[config.mk]
export PLATFORM = sky130hd
export DESIGN_NAME = sync_header_id_stream_gate
export DESIGN_NICKNAME = d
export VERILOG_FILES = /design/src/rtl/shgate_pkg.sv /design/src/rtl/sync_header_id_stream_gate.sv /design/src/rtl/shgate_cell.sv /design/src/rtl/shgate_window.sv /design/src/rtl/shgate_emit.sv
export SDC_FILE = /design/constraint.sdc
export NUM_CORES = 1
export LEC_CHECK = 0
export BUFFER_PORTS_ARGS = -buffer_cell sky130_fd_sc_hd__buf_2
export CAP_MARGIN = 20
export CORE_AREA = 2 2 409 290
export DETAILED_ROUTE_END_ITERATION = 12
export DIE_AREA = 0 0 411 292
export PLACE_DENSITY = 0.48
export SLEW_MARGIN = 10
export SYNTH_ARGS = -nofsm -noshare
export SYNTH_HDL_FRONTEND = slang
export SYNTH_SLANG_ARGS = --single-unit
[constraint.sdc]
create_clock -name aclk -period 9.6 [get_ports aclk]
set_input_delay 0.48 -clock aclk [delete_from_list [all_inputs] [get_ports aclk]]
set_output_delay 0.48 -clock aclk [all_outputs]
set_load 0.05 [all_outputs]
[src/rtl/shgate_pkg.sv]
// shared types and constants for the sync header id stream gate
`timescale 1ns / 1ps
`default_nettype none

package shgate_pkg;

    localparam int WIN_LEN   = 32;
    localparam int CELL_CNT  = WIN_LEN - 1;
    localparam int HDR_ONES  = 8;
    localparam int HDR_ZEROS = 8;
    localparam int ID_BASE   = 24;
    localparam int ID_BYTES  = 8;

    localparam logic [7:0]  BYTE_ONES  = 8'hFF;
    localparam logic [7:0]  BYTE_ZERO  = 8'h00;
    localparam logic [63:0] ID_NONE    = 64'd0;
    localparam logic [3:0]  POS_FIRST  = 4'd0;
    localparam logic [3:0]  POS_AUDIO  = 4'd8;

    typedef enum logic [1:0] {
        KIND_AUDIO = 2'd0,
        KIND_TAG   = 2'd1,
        KIND_CLOSE = 2'd2
    } byte_kind_t;

    typedef struct packed {
        logic [7:0] data_byte;
        logic [7:0] audio_byte;
    } shgate_in_t;

    typedef struct packed {
        logic [7:0]  out_byte;
        logic [1:0]  byte_kind;
        logic [63:0] session_id;
        logic        last;
    } shgate_out_t;

    typedef struct packed {
        logic        hdr_match;
        logic [63:0] id;
        logic [7:0]  audio;
    } win_info_t;

    typedef struct packed {
        logic        close;
        logic [3:0]  pos;
        logic [63:0] id;
        logic [7:0]  audio;
    } job_t;

endpackage

`default_nettype wire

[src/rtl/sync_header_id_stream_gate.sv]
// top level of the sync header id stream gate
//
// input channel: s_valid / s_ready with s_payload carrying a data byte and an
// audio byte. result channel: m_valid / m_ready with m_payload carrying the
// emitted byte, its kind, the latched session id and a last flag.
// cfg_wr_en / cfg_wr_data write tag_enable, registered, no read-back.
// both bytes enter a chain of 31 cells that, with the incoming pair, forms
// the 32-byte window; a sync header in the data window latches the id.
// a request with results is queued in the cycle it is accepted and its first
// result is registered in the queue before it shows on m_valid.
// throughput: one request per cycle while each causes one result and the
// receiver is ready; a session opening with tagging enabled gives nine results,
// eight tag bytes then the audio byte. requests causing no result are not queued.
// a two-slot result queue lets one request be taken while results wait, so a
// stalled receiver holds s_ready low only once both slots are full.
// reset (synchronous, active low) clears the window, the id, the session
// flag, tag_enable and the queue.
`timescale 1ns / 1ps
`default_nettype none

module sync_header_id_stream_gate
    import shgate_pkg::*;
(
    input  wire logic        aclk,
    input  wire logic        aresetn,
    input  wire logic        s_valid,
    output logic             s_ready,
    input  wire shgate_in_t  s_payload,
    output logic             m_valid,
    input  wire logic        m_ready,
    output shgate_out_t      m_payload,
    input  wire logic        cfg_wr_en,
    input  wire logic        cfg_wr_data
);

    logic        accept;
    win_info_t   info;
    logic [63:0] id_new;
    logic        push;
    job_t        job;

    logic [63:0] current_id_reg, current_id_next;
    logic        session_open_reg, session_open_next;
    logic        tag_enable_reg, tag_enable_next;

    assign accept = s_valid && s_ready;

    shgate_window u_window (
        .aclk    (aclk),
        .aresetn (aresetn),
        .shift   (accept),
        .d_in    (s_payload),
        .info    (info)
    );

    assign id_new = info.hdr_match ? info.id : current_id_reg;

    always_comb begin
        current_id_next   = current_id_reg;
        session_open_next = session_open_reg;
        tag_enable_next   = cfg_wr_en ? cfg_wr_data : tag_enable_reg;
        push              = 1'b0;
        job.close         = 1'b0;
        job.pos           = POS_AUDIO;
        job.id            = id_new;
        job.audio         = info.audio;
        if (accept) begin
            current_id_next = id_new;
            if (id_new != ID_NONE) begin
                push              = 1'b1;
                session_open_next = 1'b1;
                if (!session_open_reg && tag_enable_reg) begin
                    job.pos = POS_FIRST;
                end
            end else if (session_open_reg) begin
                push              = 1'b1;
                session_open_next = 1'b0;
                job.close         = 1'b1;
                job.audio         = BYTE_ZERO;
            end
        end
    end

    always_ff @(posedge aclk) begin
        if (!aresetn) begin
            current_id_reg   <= ID_NONE;
            session_open_reg <= 1'b0;
            tag_enable_reg   <= 1'b0;
        end else begin
            current_id_reg   <= current_id_next;
            session_open_reg <= session_open_next;
            tag_enable_reg   <= tag_enable_next;
        end
    end

    shgate_emit u_emit (
        .aclk       (aclk),
        .aresetn    (aresetn),
        .push       (push),
        .job        (job),
        .can_accept (s_ready),
        .m_valid    (m_valid),
        .m_ready    (m_ready),
        .m_payload  (m_payload)
    );

endmodule

`default_nettype wire

[src/rtl/shgate_cell.sv]
// one window cell holding a data byte and an audio byte
`timescale 1ns / 1ps
`default_nettype none

module shgate_cell
    import shgate_pkg::*;
(
    input  wire logic       aclk,
    input  wire logic       aresetn,
    input  wire logic       shift,
    input  wire shgate_in_t d_in,
    output shgate_in_t      q
);

    shgate_in_t q_reg;
    shgate_in_t q_next;

    always_comb begin
        q_next = q_reg;
        if (shift) begin
            q_next = d_in;
        end
    end

    always_ff @(posedge aclk) begin
        if (!aresetn) begin
            q_reg <= '0;
        end else begin
            q_reg <= q_next;
        end
    end

    assign q = q_reg;

endmodule

`default_nettype wire

[src/rtl/shgate_window.sv]
// chain of window cells with sync header detection and id extraction
`timescale 1ns / 1ps
`default_nettype none

module shgate_window
    import shgate_pkg::*;
(
    input  wire logic       aclk,
    input  wire logic       aresetn,
    input  wire logic       shift,
    input  wire shgate_in_t d_in,
    output win_info_t       info
);

    // view of the window as it stands once the incoming pair is shifted in
    shgate_in_t view [WIN_LEN];
    shgate_in_t cell_q [CELL_CNT];

    genvar g;
    generate
        for (g = 0; g < CELL_CNT; g++) begin : g_cell
            shgate_cell u_cell (
                .aclk    (aclk),
                .aresetn (aresetn),
                .shift   (shift),
                .d_in    (view[g + 1]),
                .q       (cell_q[g])
            );
            assign view[g] = cell_q[g];
        end
    endgenerate

    assign view[WIN_LEN - 1] = d_in;

    always_comb begin
        logic match;
        logic [63:0] id;
        match = 1'b1;
        id    = ID_NONE;
        for (int k = 0; k < HDR_ONES; k++) begin
            match = match & (view[k].data_byte == BYTE_ONES);
        end
        for (int k = 0; k < HDR_ZEROS; k++) begin
            match = match & (view[HDR_ONES + k].data_byte == BYTE_ZERO);
        end
        for (int k = 0; k < ID_BYTES; k++) begin
            id[8 * k +: 8] = view[ID_BASE + k].data_byte;
        end
        info.hdr_match = match;
        info.id        = id;
        info.audio     = view[0].audio_byte;
    end

endmodule

`default_nettype wire

[src/rtl/shgate_emit.sv]
// two-slot result queue that expands a request into tag, audio or close results
`timescale 1ns / 1ps
`default_nettype none

module shgate_emit
    import shgate_pkg::*;
(
    input  wire logic  aclk,
    input  wire logic  aresetn,
    input  wire logic  push,
    input  wire job_t  job,
    output logic       can_accept,
    output logic       m_valid,
    input  wire logic  m_ready,
    output shgate_out_t m_payload
);

    job_t slot0_reg, slot0_next;
    job_t slot1_reg, slot1_next;
    logic slot0_valid_reg, slot0_valid_next;
    logic slot1_valid_reg, slot1_valid_next;

    logic last0;
    logic fin;
    logic adv;

    assign last0 = slot0_reg.close || (slot0_reg.pos == POS_AUDIO);
    assign fin   = slot0_valid_reg && m_ready && last0;
    assign adv   = slot0_valid_reg && m_ready && !last0;

    always_comb begin
        slot0_next       = slot0_reg;
        slot1_next       = slot1_reg;
        slot0_valid_next = slot0_valid_reg;
        slot1_valid_next = slot1_valid_reg;
        if (adv) begin
            slot0_next.pos = slot0_reg.pos + 4'd1;
        end
        if (push) begin
            if (!slot0_valid_reg || fin) begin
                slot0_next       = job;
                slot0_valid_next = 1'b1;
            end else begin
                slot1_next       = job;
                slot1_valid_next = 1'b1;
            end
        end else if (fin) begin
            if (slot1_valid_reg) begin
                slot0_next       = slot1_reg;
                slot1_valid_next = 1'b0;
            end else begin
                slot0_valid_next = 1'b0;
            end
        end
    end

    always_ff @(posedge aclk) begin
        if (!aresetn) begin
            slot0_valid_reg <= 1'b0;
            slot1_valid_reg <= 1'b0;
        end else begin
            slot0_valid_reg <= slot0_valid_next;
            slot1_valid_reg <= slot1_valid_next;
        end
    end

    always_ff @(posedge aclk) begin
        slot0_reg <= slot0_next;
        slot1_reg <= slot1_next;
    end

    always_comb begin
        m_payload.session_id = slot0_reg.id;
        m_payload.last       = last0;
        if (slot0_reg.close) begin
            m_payload.out_byte  = BYTE_ZERO;
            m_payload.byte_kind = KIND_CLOSE;
        end else if (slot0_reg.pos[3]) begin
            m_payload.out_byte  = slot0_reg.audio;
            m_payload.byte_kind = KIND_AUDIO;
        end else begin
            m_payload.out_byte  = slot0_reg.id[8 * slot0_reg.pos[2:0] +: 8];
            m_payload.byte_kind = KIND_TAG;
        end
    end

    assign m_valid    = slot0_valid_reg;
    assign can_accept = !slot1_valid_reg;

endmodule

`default_nettype wire

==> impl_metrics.ini, run 1 <==
[run_status]
status = finished clean

[yosys]
ys_types = 45
synth-edff-count = 147
syn_inst = 3174
ys.flop_type = dfxtp_1
synth_top_area_share_pct = 39.5
postSynth.asyncResetShare_pct = 0
synth_commonest_cells = nand2_1 (1194), dfxtp_1 (568), a21boi_0 (501)
syn_nets = 3198
synth_top_cell_by_area = dfxtp_1
avgSynthCellArea_um2 = 9.08
yosysWarnings = 0
synth_seq_cells = 715
seq_area_frac_synth_pct = 54.8
synthesis.area_um2 = 28800
yosysMostFrequentCell = nand2_1
ys_top_cells_by_area = dfxtp_1 (39%), nand2_1 (16%), edfxtp_1 (15%)

[global_route]
grt_max_degree = 265
grt_pass1_vias = 19000
grt_pass1_wl_mm = 112
grt_usage_pct = 11.6
antenna_found_initial = 1
gr-total-overflow = 0

[route]
postRouteAntennaNets = 0
num_vias = 20600
first_pass_iters = 6
vias_per_cell = 4.39
wl_mm = 71.4
first_iter_violations = 1641
drc_errors = 0
routedWlPerCell_um = 15.2

[die]
initial_utilization_pct = 24.8
io_pins = 99
num_rows = 105
die-width_um = 411
die_area_um2 = 120000
die_h_um = 292
design.core.area_um2 = 116000

[final_layout]
drive_gt1_share_pct = 7.93
antenna_cells = 0
largest_reg_flops = 496
final_util_pct = 27.9
area_growth_pct = 12.6
fin_nets = 3110

[power_and_ir_drop]
p_total_mw = 5.99
irDropWorstVdd_mv = 0.117
power_leakage_nw = 10.3
power_density_nw_per_um2 = 185

[placed_design]
place.gp.congestion = 0.753
dp_hpwl_mm = 42.8
io_buffers = 98
post-place-ws_ns = 5.49

[setup_path]
path_class = flop to flop
cp-start-kind = flop
rrSetupSlack_ns = 5.56
critPathRequiredTime_ns = 9.86
r2r_cells = 8
worstReg2RegStart = u_window.g_cell[11].u_cell.q[8]$_SDFFE_PN0P_
worst-path-max-fanout = 46
end_kind = flop
endpoint = u_emit.m_payload[61]$_DFFE_PP_
arrival_ns = 4.30
timing.rr.end = u_emit.m_payload[61]$_DFFE_PP_
crit_start = u_window.g_cell[11].u_cell.q[8]$_SDFFE_PN0P_

[clocking]
cts_tree = yes
cts_buffer_depth = 3
post_cts_resized = 0
cts_setup_buffers = 0
cts_hold_buf = 0
root_buffer = clkbuf_16
clk_pin_slew_worst_paths_ns = 0.06
cts_buffers = 70
clock_latency_ns = 0.64
h-tree-depth = 3
cts.sinks = 715

[sta]
fin_skew_ns = 0.0303
finalSetupViolCount = 0
setup_slack_ns = 5.56
max_freq_mhz = 247
rsz0062_at_grt = false
holdWs_ns = 0.103
slew_headroom_pct = 28.1
fin_tns_setup_ns = 0
tightest_slew_ns = 1.08
fin_crit_ns = 4.04
finalCritPeriodShare_pct = 42.1
final_max_slew_viol_count = 0
hold_violations = 0

[run]
cap_violations = 0

[hold_path]
hp-start = s_payload[4]
min_path_type = input pin to flop
critical path: stages (launching register included):
cell      delay [ns]
dfxtp_1         0.32
nor4_1          0.56
nand4_1         0.19
or4_1           0.69
nor2_4          0.13
buf_4           0.48
o211ai_4        0.16
o21ai_4         0.39
buf_4           0.70
routing by layer:
layer / routed length (µm) / share of wire (%) / track usage, %
met1: 38800 / 54 / 18.3
met2: 28000 / 39 / 15.7
met3: 3010 / 4.2 / 1.99
met4: 1560 / 2.2 / 3.48
met5: 0 / 0 / 0
worst min-delay path by stage:
stage                                                         to  slack, ns  cells past startpoint
floorplan            u_window.g_cell[0].u_cell.q[0]$_SDFFE_PN0P_       0.44                      2
global placement    u_window.g_cell[18].u_cell.q[9]$_SDFFE_PN0P_       0.45                      2
detailed placement   u_window.g_cell[3].u_cell.q[4]$_SDFFE_PN0P_       0.46                      2
CTS                 u_window.g_cell[30].u_cell.q[4]$_SDFFE_PN0P_       0.05                      3
global route        u_window.g_cell[30].u_cell.q[4]$_SDFFE_PN0P_       0.10                      3
finish              u_window.g_cell[30].u_cell.q[4]$_SDFFE_PN0P_       0.10                      3
layout by cell type, fill, tap and decap left out, drive strengths merged, types with 40 or more instances in the layout:
cell type and count:
a21boi 561, buf 122, clkbuf 110, dfxtp 568
edfxtp 147, inv 70, mux2i 73, nand2 1194
nand4 40, nor4 63, o21ai 68
cell families (layout without fill, tap and decap cells):
family                   after synthesis  count (layout)  share of synthesized area (%)
XOR/XNOR                               3               3                         0.0912
multiplexers                          89              89                           3.79
AND/OR/NAND/NOR                     1360            1360                           19.2
AO/OA/AOI/OAI                        654             654                           16.5
flip-flops                           715             715                           54.8
adder cells (fa/ha/maj)                2               2                         0.0868
buffers and inverters                351             315                           5.55
layout make-up:
type / count / area (µm²)
Sequential cell: 715 / 15800
Clock inverter: 14 / 169
Clock buffer: 110 / 2090
Inverter: 69 / 259
Timing Repair Buffer: 122 / 718
Fill cell: 12500 / 83700
Multi-Input combinational cell: 2108 / 11500
Tap cell: 1551 / 1940
per-stage QoR:
stage | instance area (µm²) | cells
2_1_floorplan | 28800 | 3174
4_1_cts | 32500 | 4689
5_1_grt | 32500 | 4689
3_5_place_dp | 30200 | 4565
6_report | 32500 | 4689
3_3_place_gp | 30200 | 4565
report_power, final:
group,switching (mW),total [mW],internal [mW]
clock,1.19,2.77,1.58
sequential,0.00850,3.07,3.06
combinational,0.112,0.156,0.0442
(Power assumes the default switching activity.)
==> run 2: changes to the inputs <==
--- a/config.mk
+++ b/config.mk
@@ -10,7 +10,7 @@
 export CORE_AREA = 2 2 409 290
 export DETAILED_ROUTE_END_ITERATION = 12
 export DIE_AREA = 0 0 411 292
-export PLACE_DENSITY = 0.48
+export PLACE_DENSITY = 0.49
 export SLEW_MARGIN = 10
 export SYNTH_ARGS = -nofsm -noshare
 export SYNTH_HDL_FRONTEND = slang
==> constraint.sdc (replaced) <==
create_clock -name aclk -period 3.6 [get_ports aclk]
set_input_delay 0.18 -clock aclk [delete_from_list [all_inputs] [get_ports aclk]]
set_output_delay 0.18 -clock aclk [all_outputs]
set_load 0.05 [all_outputs]
==> impl_metrics.ini, run 2 (synthesis gave the netlist of run 1 again) <==
[setup_path]
path_class = flop to flop
end_kind = flop
worst-path-max-fanout = 64
rrSetupSlack_ns = 0.26
timing.rr.end = u_emit.slot1_reg[30]$_DFFE_PP_
arrival_ns = 3.63
critPathRequiredTime_ns = 3.89
path_buf_inv = 1
r2r_cells = 7
cpLargestDelayFamily = simple AND/OR/NAND/NOR gates
cp_cell_sequence = nor4_1 > nand4_1 > or4_4 > o21ai_4 > a21oi_2 > nor3_4 > buf_12
cpPeakStageDelay_ns = 0.57
cp-start-kind = flop
worstReg2RegStart = u_window.g_cell[13].u_cell.q[8]$_SDFFE_PN0P_
slowest_stage = or4_4

[die]
num_rows = 105
die-width_um = 411
initial_utilization_pct = 24.8
die_area_um2 = 120000
die_h_um = 292
io_pins = 99
design.core.area_um2 = 116000

[final_layout]
fin_area_um2 = 33100
area_growth_pct = 14.7
final_cells = 4729
drive_gt1_share_pct = 9.07
final_common_cell = nand2_1
largest_reg_flops = 496
final_util_pct = 28.5
fin_nets = 3145
final_cell_mix = nand2_1 (1192), dfxtp_1 (567), a21boi_0 (501)

[route]
vias_per_cell = 4.35
postRouteAntennaNets = 0
routedWlPerCell_um = 14.9
num_vias = 20600
drc_errors = 0
first_pass_iters = 7
first_iter_violations = 1590
wl_mm = 70.4

[power_and_ir_drop]
power_density_nw_per_um2 = 486
p_comb_share_pct = 2.8
power_frac_seq_pct = 50.9
p_sw_share_pct = 22.4
internal_power_mw = 12.5
power_leakage_nw = 10.6
p_sw_mw = 3.60
p_clk_share_pct = 46.3
irDropWorstVdd_mv = 0.310

[global_route]
gr-total-overflow = 0
grt_pass1_wl_mm = 111
grt_pass1_vias = 19200
antenna_found_initial = 1
grt_usage_pct = 11.4
grt_max_degree = 146

[clocking]
clock_latency_ns = 0.64
cts_buffer_depth = 3
cts_hold_buf = 18
cts.sinks = 715
clk_pin_slew_worst_paths_ns = 0.06
cts_buffers = 70
h-tree-depth = 3
root_buffer = clkbuf_16
post_cts_resized = 0
cts_tree = yes
cts_setup_buffers = 0

[sta]
fin_tns_setup_ns = 0
slew_headroom_pct = 41.9
finalSetupViolCount = 0
final_max_slew_viol_count = 0
max_freq_mhz = 299
finalCritPeriodShare_pct = 92.8
rsz0062_at_grt = false
fin_skew_ns = 0.0223
tightest_slew_ns = 0.863
hold_violations = 0
fin_crit_ns = 3.34

[placed_design]
dp.cells = 4582
io_buffers = 98
dp_hpwl_mm = 42.0
place.gp.congestion = 0.758
placed_area_um2 = 30600

[hold_path]
min_path_type = input pin to flop
hp-start = m_ready
min_to = u_emit.slot1_valid_reg$_SDFFE_PN0P_
min_path_cells = 4

[run]
cap_violations = 0

[run_status]
status = finished clean
## run 2: cell types whose count changed in the layout (fill, tap and decap cells not counted), moves of 3 or more
cell           previous run  this run
clkinv_1                  2         5
inv_16                    0         3
clkinv_2                  6        15
buf_12                    3        17
dlygate4sd3_1             0        18
buf_4                    21        24
clkbuf_1                 25        13
## run 2: final cells by class
cell class / count / area (µm²)
inverters: 69 / 259
flip-flops and latches: 715 / 15800
diodes: 1 / 2.50
repair buffers: 157 / 1200
clock buffers: 99 / 2050
clock inverters: 29 / 251
fillers: 12400 / 83100
multi-input cells: 2108 / 11600
well taps: 1551 / 1940
## run 2: per-layer routing
layer  GRT usage, %  routed length, µm
met3           2.15               3110
met4           3.42               1680
met2           15.6              27900
met1           17.8              37700
met5              0                  0
## run 2: tightest hold or removal path: stages
cell and delay (ns):
buf_2 0.13, nand3_4 0.17, nand3_1 0.09, o31ai_1 0.07
## run 2: how the worst max path moves through the flow
stage | from | endpoint | slack (ns) | cells past startpoint
final | u_window.g_cell[13].u_cell.q[8]$_SDFFE_PN0P_ | u_emit.slot1_reg[30]$_DFFE_PP_ | 0.26 | 7
after global placement | u_window.g_cell[10].u_cell.q[8]$_SDFFE_PN0P_ | u_emit.slot1_reg[28]$_DFFE_PP_ | 0.31 | 8
after floorplan | u_window.g_cell[7].u_cell.q[13]$_SDFFE_PN0P_ | u_emit.slot1_reg[0]$_DFFE_PP_ | -0.19 | 6
after CTS | u_window.g_cell[13].u_cell.q[8]$_SDFFE_PN0P_ | u_emit.slot1_reg[30]$_DFFE_PP_ | 0.27 | 7
after global routing | u_window.g_cell[13].u_cell.q[8]$_SDFFE_PN0P_ | u_emit.slot1_reg[13]$_DFFE_PP_ | 0.05 | 7
after detailed placement | u_window.g_cell[13].u_cell.q[8]$_SDFFE_PN0P_ | u_emit.slot1_reg[29]$_DFFE_PP_ | 0.27 | 7
## run 2: metrics by stage
step                hold WS (ns)  setup slack, ns  power (mW)
floorplan                  0.319           -0.194        8.65
global placement           0.431            0.308        8.80
detailed placement         0.441            0.275        8.80
CTS                      0.00555            0.273        16.3
global route              0.0477           0.0467        16.7
finish                    0.0492            0.258        16.1
## run 2: power by group through the flow
stage | clock network (mW) | logic (mW) | registers (mW)
3_5_place_dp | 0 | 0.439 | 8.36
5_1_grt | 8.05 | 0.489 | 8.17
3_3_place_gp | 0 | 0.441 | 8.36
6_report | 7.44 | 0.446 | 8.18
2_1_floorplan | 0 | 0.306 | 8.35
4_1_cts | 7.70 | 0.457 | 8.18
